### src/mbe_pkg.sv
package mbe_pkg;

  localparam int FRAC_BITS = 19;
  localparam int WORD_W    = 32;
  localparam int PROD_W    = 2 * WORD_W;
  localparam int CNT_W     = 10;

  localparam logic [CNT_W-1:0] MAX_ITER_RESET = CNT_W'(100);

  // escape when x^2 + y^2 > 4.0
  localparam logic signed [WORD_W-1:0] ESC_BOUND = WORD_W'(4) << FRAC_BITS;

  typedef logic signed [WORD_W-1:0] word_t;
  typedef logic [CNT_W-1:0]         count_t;

  typedef enum logic [2:0] {
    ST_IDLE,
    ST_MUL_XY,
    ST_UPD,
    ST_MUL_XX,
    ST_MUL_YY,
    ST_CHK,
    ST_FIN
  } state_t;

  // control from the sequencer to the shared multiplier
  typedef struct packed {
    logic en;
    logic dbl;  // shift one less, which doubles the product
  } mul_ctl_t;

endpackage

### src/mbe_if.sv
interface mbe_in_if;
  import mbe_pkg::*;

  logic  valid;
  logic  ready;
  word_t c_real;
  word_t c_imag;

  modport source (output valid, output c_real, output c_imag, input ready);
  modport sink   (input valid, input c_real, input c_imag, output ready);
endinterface

interface mbe_out_if;
  import mbe_pkg::*;

  logic   valid;
  logic   ready;
  count_t escape_count;

  modport source (output valid, output escape_count, input ready);
  modport sink   (input valid, input escape_count, output ready);
endinterface

### src/mbe_mul.sv
module mbe_mul (
  input  logic             clk,
  input  mbe_pkg::mul_ctl_t ctl,
  input  mbe_pkg::word_t   a,
  input  mbe_pkg::word_t   b,
  output mbe_pkg::word_t   res
);
  import mbe_pkg::*;

  logic signed [PROD_W-1:0] prod;
  logic                     dbl;

  always_ff @(posedge clk) begin
    if (ctl.en) begin
      prod <= a * b;
      dbl  <= ctl.dbl;
    end
  end

  // arithmetic shift then truncate is just a slice of the full product
  assign res = dbl ? prod[FRAC_BITS-1 +: WORD_W] : prod[FRAC_BITS +: WORD_W];

endmodule

### src/mbe_core.sv
module mbe_core (
  input  logic              clk,
  input  logic              rst,
  input  mbe_pkg::count_t   max_iterations,
  mbe_in_if.sink            point,
  mbe_out_if.source         result,
  output mbe_pkg::mul_ctl_t mul_ctl,
  output mbe_pkg::word_t    mul_a,
  output mbe_pkg::word_t    mul_b,
  input  mbe_pkg::word_t    mul_res
);
  import mbe_pkg::*;

  state_t state, state_next;

  word_t  cr, ci, x, y, xx, yy;
  word_t  mag;
  logic   esc;
  logic   last_pass;
  logic   out_free;
  count_t pass;
  count_t count;
  logic   out_valid;
  count_t out_count;

  assign mag       = xx + mul_res;
  assign esc       = mag > ESC_BOUND;
  assign last_pass = (pass + CNT_W'(1)) == max_iterations;
  assign out_free  = !out_valid || result.ready;

  always_comb begin
    state_next = state;
    unique case (state)
      ST_IDLE: begin
        if (point.valid) begin
          state_next = (max_iterations == '0) ? ST_FIN : ST_MUL_XY;
        end
      end
      ST_MUL_XY: state_next = ST_UPD;
      ST_UPD:    state_next = ST_MUL_XX;
      ST_MUL_XX: state_next = ST_MUL_YY;
      ST_MUL_YY: state_next = ST_CHK;
      ST_CHK:    state_next = (esc || last_pass) ? ST_FIN : ST_MUL_XY;
      ST_FIN: begin
        if (out_free) begin
          state_next = ST_IDLE;
        end
      end
      default:   state_next = ST_IDLE;
    endcase
  end

  always_comb begin
    mul_ctl     = '0;
    mul_a       = x;
    mul_b       = y;
    point.ready = 1'b0;
    unique case (state)
      ST_IDLE:   point.ready = 1'b1;
      ST_MUL_XY: begin
        mul_ctl.en  = 1'b1;
        mul_ctl.dbl = 1'b1;
      end
      ST_MUL_XX: begin
        mul_ctl.en = 1'b1;
        mul_b      = x;
      end
      ST_MUL_YY: begin
        mul_ctl.en = 1'b1;
        mul_a      = y;
      end
      default: ;
    endcase
  end

  always_ff @(posedge clk) begin
    if (rst) begin
      state <= ST_IDLE;
    end else begin
      state <= state_next;
    end
  end

  // iteration datapath
  always_ff @(posedge clk) begin
    case (state)
      ST_IDLE: begin
        cr    <= point.c_real;
        ci    <= point.c_imag;
        x     <= '0;
        y     <= '0;
        xx    <= '0;
        yy    <= '0;
        pass  <= '0;
        count <= '0;
      end
      ST_UPD: begin
        x <= xx - yy + cr;
        y <= mul_res + ci;
      end
      ST_MUL_YY: xx <= mul_res;
      ST_CHK: begin
        yy <= mul_res;
        if (esc) begin
          count <= pass;
        end else if (last_pass) begin
          count <= max_iterations;
        end else begin
          pass <= pass + CNT_W'(1);
        end
      end
      default: ;
    endcase
  end

  // output register, a result may wait here while the next point is taken
  always_ff @(posedge clk) begin
    if (rst) begin
      out_valid <= 1'b0;
    end else if (state == ST_FIN && out_free) begin
      out_valid <= 1'b1;
    end else if (result.ready) begin
      out_valid <= 1'b0;
    end
  end

  always_ff @(posedge clk) begin
    if (state == ST_FIN && out_free) begin
      out_count <= count;
    end
  end

  assign result.valid        = out_valid;
  assign result.escape_count = out_count;

endmodule

### src/mandelbrot_escape_time_top.sv
// Mandelbrot escape-time counter. Each point c (c_real, c_imag, signed 32-bit
// with 19 fraction bits) is iterated z = z^2 + c from zero; escape_count is the
// zero-based pass at which x^2 + y^2 first exceeds 4.0, or max_iterations if it
// never does (0 when max_iterations is 0). One signed 32x32 multiplier is shared
// by the three products of a pass, so a pass steps through ST_MUL_XY, ST_UPD,
// ST_MUL_XX, ST_MUL_YY and ST_CHK; a point runs at most max_iterations passes,
// 100 after reset. point is ready only between points; a finished count waits in
// an output register so the next point can start. Write max_iterations through
// cfg_we/cfg_wdata only while no point is in flight.
module mandelbrot_escape_time_top (
  input  logic            clk,
  input  logic            rst,
  input  logic            cfg_we,
  input  mbe_pkg::count_t cfg_wdata,
  mbe_in_if.sink          point,
  mbe_out_if.source       result
);
  import mbe_pkg::*;

  count_t   max_iterations;
  mul_ctl_t mul_ctl;
  word_t    mul_a;
  word_t    mul_b;
  word_t    mul_res;

  always_ff @(posedge clk) begin
    if (rst) begin
      max_iterations <= MAX_ITER_RESET;
    end else if (cfg_we) begin
      max_iterations <= cfg_wdata;
    end
  end

  mbe_mul u_mul (
    .clk (clk),
    .ctl (mul_ctl),
    .a   (mul_a),
    .b   (mul_b),
    .res (mul_res)
  );

  mbe_core u_core (
    .clk            (clk),
    .rst            (rst),
    .max_iterations (max_iterations),
    .point          (point),
    .result         (result),
    .mul_ctl        (mul_ctl),
    .mul_a          (mul_a),
    .mul_b          (mul_b),
    .mul_res        (mul_res)
  );

  // a count never exceeds the limit it was run with
  a_count_range: assert property (@(posedge clk) disable iff (rst)
    result.valid |-> result.escape_count <= max_iterations)
    else $error("escape_count above max_iterations");

  // a point transfer starts work, so the next point is not taken right away
  a_busy_after_point: assert property (@(posedge clk) disable iff (rst)
    (point.valid && point.ready) |=> !point.ready)
    else $error("point accepted in back-to-back cycles");

  // the multiplier only runs while a point is in flight
  a_mul_only_busy: assert property (@(posedge clk) disable iff (rst)
    mul_ctl.en |-> !point.ready)
    else $error("multiplier enabled while idle");

  a_reset_empty: assert property (@(posedge clk)
    rst |=> !result.valid)
    else $error("result valid after reset");

endmodule
### src/flat_wrapper.sv
// flat-port wrapper written by rule: the top's interface ports become plain ports
module mandelbrot_escape_time_top_flat import mbe_pkg::*;
  (clk, rst, cfg_we, cfg_wdata, point_valid, point_c_real, point_c_imag, point_ready, result_valid, result_escape_count, result_ready);
  mbe_in_if point_i ();
  mbe_out_if result_i ();
  input  logic clk;
  input  logic rst;
  input  logic cfg_we;
  input  mbe_pkg::count_t cfg_wdata;
  input wire logic [$bits(point_i.valid)-1:0] point_valid;
  input wire logic [$bits(point_i.c_real)-1:0] point_c_real;
  input wire logic [$bits(point_i.c_imag)-1:0] point_c_imag;
  output wire logic [$bits(point_i.ready)-1:0] point_ready;
  output wire logic [$bits(result_i.valid)-1:0] result_valid;
  output wire logic [$bits(result_i.escape_count)-1:0] result_escape_count;
  input wire logic [$bits(result_i.ready)-1:0] result_ready;
  assign point_i.valid = point_valid;
  assign point_i.c_real = point_c_real;
  assign point_i.c_imag = point_c_imag;
  assign point_ready = point_i.ready;
  assign result_valid = result_i.valid;
  assign result_escape_count = result_i.escape_count;
  assign result_i.ready = result_ready;
  mandelbrot_escape_time_top u_core (.clk(clk), .rst(rst), .cfg_we(cfg_we), .cfg_wdata(cfg_wdata), .point(point_i), .result(result_i));
endmodule
### config.mk
export PLATFORM = sky130hd
export DESIGN_NAME = mandelbrot_escape_time_top_flat
export DESIGN_NICKNAME = d
export VERILOG_FILES = /design/src/mbe_pkg.sv /design/src/mbe_if.sv /design/src/mbe_mul.sv /design/src/mbe_core.sv /design/src/mandelbrot_escape_time_top.sv /design/src/flat_wrapper.sv
export SDC_FILE = /design/constraint.sdc
export NUM_CORES = 2
export LEC_CHECK = 0
export BUFFER_PORTS_ARGS = -buffer_cell sky130_fd_sc_hd__buf_2
export CORE_MARGIN = 2
export CORE_UTILIZATION = 30
export CTS_BUF_LIST = sky130_fd_sc_hd__clkbuf_8
export CTS_CLUSTER_DIAMETER = 50
export DETAILED_ROUTE_END_ITERATION = 10
export GPL_ROUTABILITY_DRIVEN = 0
export PLACE_DENSITY = 0.48
export REMOVE_ABC_BUFFERS = 1
export SETUP_SLACK_MARGIN = 0.15
export SYNTH_ARGS = -nofsm -noshare
export SYNTH_HDL_FRONTEND = slang
export SYNTH_SLANG_ARGS = --single-unit
### constraint.sdc
create_clock -name clk -period 10.6 [get_ports clk]
set_input_delay 0.53 -clock clk [delete_from_list [all_inputs] [get_ports clk]]
set_output_delay 0.53 -clock clk [all_outputs]
set_load 0.01 [all_outputs]
== Word level (Yosys, flattened, before mapping) ==
Index checks and enable logic that the tools add are counted.

* Eq/ne operators: 12
* Multiplexer cells: 23
* Order comparisons: 1
* Multipliers: 1
* Add/subtract/negate cells: 5
* Reduce and logical (&&, ||, !) cells: 14

{| class="wikitable"
|+ Operator list
! operator !! number
|-
| $pmux 32 s2 || 4
|-
| $add 32x32->32 || 3
|-
| $mux 32 || 3
|-
| $mul 32x32->51 || 1
|-
| $mux 10 || 4
|-
| $pmux 10 s2 || 2
|-
| $gt 32x23->1 const B || 1
|-
| $sub 32x32->32 || 1
|-
| $pmux 3 s7 || 1
|-
| $mux 3 || 4
|-
| $add 10x1->10 const B || 1
|-
| $eq 10x10->1 || 1
|-
| $logic_not 10->1 || 1
|-
| $eq 3x3->1 const B || 3
|-
| $ne 2x2->1 const B || 4
|-
| $reduce_bool 2->1 || 4
|-
| $eq 3x2->1 const B || 2
|-
| $mux 1 || 5
|-
| $reduce_and 2->1 || 2
|-
| $eq 3x1->1 const B || 1
|-
| $logic_not 3->1 || 1
|-
| $ne 3x3->1 const B || 1
|-
| $reduce_and 3->1 || 1
|-
| $reduce_or 3->1 || 1
|-
| other kinds (3) || 4
|}

* Flip-flop bits (word level): 288
* Bits of input ports: 79

== Logic depth before layout (Yosys ltp) ==
* Depth after elaboration: 6
* Depth in mapped cells: 36
* Mapped depth without buffers: 30

== Modules after synthesis ==
A second synthesis with hierarchy kept.

* Cells, all modules: 4751
* Area total of the unflattened synthesis: 46753.6 um2

{| class="wikitable"
|+ By module, submodules not included
! module !! times used !! area an instance (um2) !! seq. area each (um2) !! cells each
|-
| mbe_mul || 1 || 31551.5 || 1021.0 || 3321
|-
| mbe_core || 1 || 14840.5 || 6746.5 || 1398
|-
| mandelbrot_escape_time_top || 1 || 361.6 || 200.2 || 32
|}

== Worst setup path after synthesis ==
No wires, ideal clock.

* Path kind: flip-flop to flip-flop
* Start: register u_core.u_core.state[1]
* End: register u_core.u_mul.prod[49], data pin
* Buffers on the path: 5
* Data required time: 10.336 ns
* Data arrival time: 10.136 ns
* Stages on the path, launching flop included: 35
* Slack: 0.200 ns
* Period minus slack after synthesis: 10.400 ns
* Cells stage by stage: dfxtp_1 > buf_2 > nor2_1 > nand2_1 > buf_2 > buf_2 > buf_1 > mux2i_1 > clkbuf_1 > nor2_1 > fa_1 > fa_1 > fa_1 > inv_1 > fa_1 > inv_1 > fa_1 > inv_1 > fa_1 > inv_1 > fa_1 > inv_1 > fa_1 > inv_1 > ha_1 > a21oi_1 > o21ai_0 > a221oi_1 > nor2_1 > a21oi_1 > o31ai_1 > a211oi_1 > o31ai_1 > a211oi_1 > nor2_1

* Longest elaborated chain between the ends: 3
* Elaborated cells between the ends (all ways): 5
* Those cells by class: mul: 1; eq/ne: 2; mux: 2

{| class="wikitable"
|+ RTL lines
! what !! line !! text
|-
| start: declaration || mbe_core.sv:14 || <nowiki>state_t state, state_next;</nowiki>
|-
| start signal: assignment || mbe_core.sv:80 || <nowiki>state <= state_next;</nowiki>
|-
| $eq 3x3->1 or $eq 3x2->1 (tied branches) || mbe_core.sv:58 || <nowiki>unique case (state)</nowiki>
|-
| $mux 32 || mbe_core.sv:58 ||
|-
| $mul 32x32->51 (*) || mbe_mul.sv:15 || <nowiki>prod <= a * b;</nowiki>
|-
| end signal: assignment || mbe_mul.sv:15 ||
|-
| end: declaration || mbe_mul.sv:10 || <nowiki>logic signed [PROD_W-1:0] prod;</nowiki>
|}

Mark *: on every way between the ends. The rest lies on a longest branch, timed or not.
A chain may end at the register's enable or synchronous reset.

== Worst setup path in the final report ==
* Start: register u_core.u_core.state[2]
* End: register u_core.u_mul.prod[49], data pin

Same word-level chain as after synthesis.

==> results.yml <==
global_routing:
  gr-total-overflow: 0
  antenna_found_initial: 4
  grt_max_degree: 69
  grt_pass1_vias: 35900
  grt_pass1_wl_um: 233000
  grt_usage_pct: 20.0
cts:
  cts_tree: "built"
  numCtsBuffers: 50
  path_clk_slew_ps: 60
  root_buffer: "clkbuf_8"
  cts_max_level: 2
  post_cts_buffers: 0
  cts_buffer_depth: 3
  clkLatencyLatePin_ps: 650
  clock-sinks: 270
finish:
  final_common_cell: "inv_1"
  n_fill_cell: 15900
  multi_input_area_um2: 33600
  final_cell_mix: "inv_1, fa_1, nor2_1"
  nets: 6194
  drive_gt1_share_pct: 7.80
  seq_area_um2: 7970
  syn2layout_area_growth_pct: 9.94
critical_path:
  cp_num_buf_inv: 5
  endpoint_kind: "flip-flop"
  cpMostUsedCell: "fa_1"
  slowest_stage: "mux2_2"
  crit_type: "flip-flop to flip-flop"
  path_delay_family: "adder cells"
  crit_fanout: 62
  max_stage_delay_ps: 670
  worstPathArrival_ps: 10440
  start_kind: "flip-flop"
  required_ps: 10990
synthesis:
  async_flop_share_pct: 0
  yosysUniqueCellTypes: 83
  syn_inst: 4823
  synth_area_per_cell_um2: 9.53
  yosysWarnings: 0
  synth_edf_count: 256
  synth_flop_cell: "edfxtp_1"
  synth-seq-area-share_pct: 17.3
  syn-cell-area_um2: 46000
  synth_seq_cells: 270
detailed_routing:
  wire_per_inst_um: 22.1
  drt-total-wl_um: 154000
  detail_route.vias_per_cell: 4.84
  drtIter0Drc: 2524
  dr.pass1.iters: 6
  drc: 0
  ant_nets: 0
  dr_total_vias: 33800
floorplanning:
  num_rows: 143
  initial_utilization_pct: 30.2
  pin_count: 91
  dieArea_um2: 156000
  die_h_um: 395
  core-area_um2: 152000
  die_w_um: 395
timing:
  rsz0062_at_grt: "false"
  setup_ws_ps: 546
  maxSlewViolCount: 0
  period_needed_ps: 10050
  period_share_pct: 94.8
  finalClockSkew_ps: 26.2
  clock.fmax_mhz: 99.5
  tightestPinTransition_ps: 1280
  slew_headroom_pct: 12.1
  finalSetupViolCount: 0
  finalHoldViolations: 0
outcome:
  outcome: "completed"
placement:
  io_buffers: 90
  hpwl_um: 124000
  dp_slack_ps: 606
flow_run:
  drv_cap: 0
worst_hold_path:
  hold_path.class: "input port to flip-flop"
==> kinds of logic (layout without fill, tap and decap cells) <==
group / count (synthesis) / in the layout / share of synthesized area [%]
AO/OA/AOI/OAI: 356 / 356 / 5.36
XOR/XNOR: 137 / 137 / 2.61
adder cells (fa/ha/maj): 1191 / 1191 / 47.6
buffers and inverters: 1218 / 1355 / 10.0
flip-flops: 270 / 270 / 17.3
multiplexers: 169 / 169 / 3.84
other: 0 / 1 / 0
AND/OR/NAND/NOR: 1482 / 1482 / 13.3
==> layout make-up <==
class	count	share of cell area (%)
Multi-Input combinational cell	3335	66.4
Sequential cell	270	15.8
Timing Repair Buffer	233	3.24
Clock inverter	38	0.535
Tap cell	2030	5.02
Inverter	1034	7.68
Clock buffer	50	1.36
Antenna cell	1	0.00495
==> cell usage after synthesis, types with 15 or more instances <==
library cell / count / share of area (%)
ha_1: 261 / 7.1
inv_1: 1034 / 8.4
nand2b_1: 17 / 0.23
xnor2_1: 94 / 1.8
mux2_2: 60 / 1.5
nand2_1: 556 / 4.5
xor2_1: 43 / 0.82
clkbuf_1: 155 / 1.3
mux2i_1: 109 / 2.4
nor3_1: 43 / 0.47
nand3_1: 32 / 0.35
a211oi_1: 15 / 0.24
o21ai_0: 55 / 0.60
and3_1: 18 / 0.24
fa_1: 930 / 40
a21o_1: 41 / 0.67
edfxtp_1: 256 / 17
buf_2: 15 / 0.16
o21a_1: 20 / 0.33
a21oi_1: 91 / 0.99
nor2b_1: 26 / 0.35
nor2_1: 709 / 5.8
==> sequential cells by signal, summed over array words and instances, names as in the netlist <==
register                           cells
u_core.u_core.result.escape_count     10
u_core.u_core.yy                      32
u_core.u_mul.prod                     33
u_core.u_core.state                    3
u_core.u_core.xx                      32
u_core.u_core.ci                      32
u_core.u_core.cr                      32
u_core.u_core.x                       32
u_core.u_mul.dbl                       1
u_core.u_core.result.valid             1
u_core.u_core.count                   10
u_core.u_core.y                       32
u_core.max_iterations                 10
u_core.u_core.pass                    10
==> metrics by stage <==
stage | instances | utilization [%] | hold WS (ps) | TNS [ps] | cell area [µm²]
global placement | 6871 | 32.4 | 408 | 0 | 49300
global route | 6991 | 33.2 | 12.1 | 0 | 50500
finish | 6991 | 33.2 | 64.3 | 0 | 50500
floorplan | 4639 | - | 400 | -36020 | 45300
detailed placement | 6871 | 32.4 | 410 | 0 | 49300
CTS | 6990 | 33.2 | 0.368 | 0 | 50500
==> worst register-to-register path: cells and delay by family, from the launching register on <==
| kind | cells | cell delay (ps) |
|---|---|---|
| AOI/OAI and AO/OA | 6 | 2120 |
| adders and majority gates | 9 | 4530 |
| buffers and inverters | 5 | 1110 |
| DFF | 1 | 520 |
| muxes | 1 | 730 |
| and+or+nand+nor | 6 | 800 |
==> worst paths after layout <==
kind / start / endpoint / slack (ps) / cells after the start
worst max-delay path: u_core.u_core.state[2] / u_core.u_mul.prod[49] / 550 / 27
worst min-delay path: point_c_real[21] / u_core.u_core.cr[21] / 60 / 1
worst max register to register: u_core.u_core.state[2] / u_core.u_mul.prod[49] / 550 / 27
worst min register to register: u_core.u_core.count[5] / u_core.u_core.result.escape_count[5] / 420 / 0
==> timing repair <==
item                      4_1_cts  5_1_grt
hold endpoints to repair       31        0
hold buffers                   31        0
resized for setup               0        0
==> per-layer routing <==
layer / track usage [%] / part of all wire (%) / vias to the layer above
met4: 5.89 / 3.4 / 2
li1: - / - / 15000
met3: 3.35 / 6.5 / 237
met1: 27.2 / 43 / 17500
met5: 0 / 0.0084 / -
met2: 32.6 / 47 / 1119
Power is not shown: default switching activity piles up to over one toggle a cycle in this logic, so the estimate is an artifact.
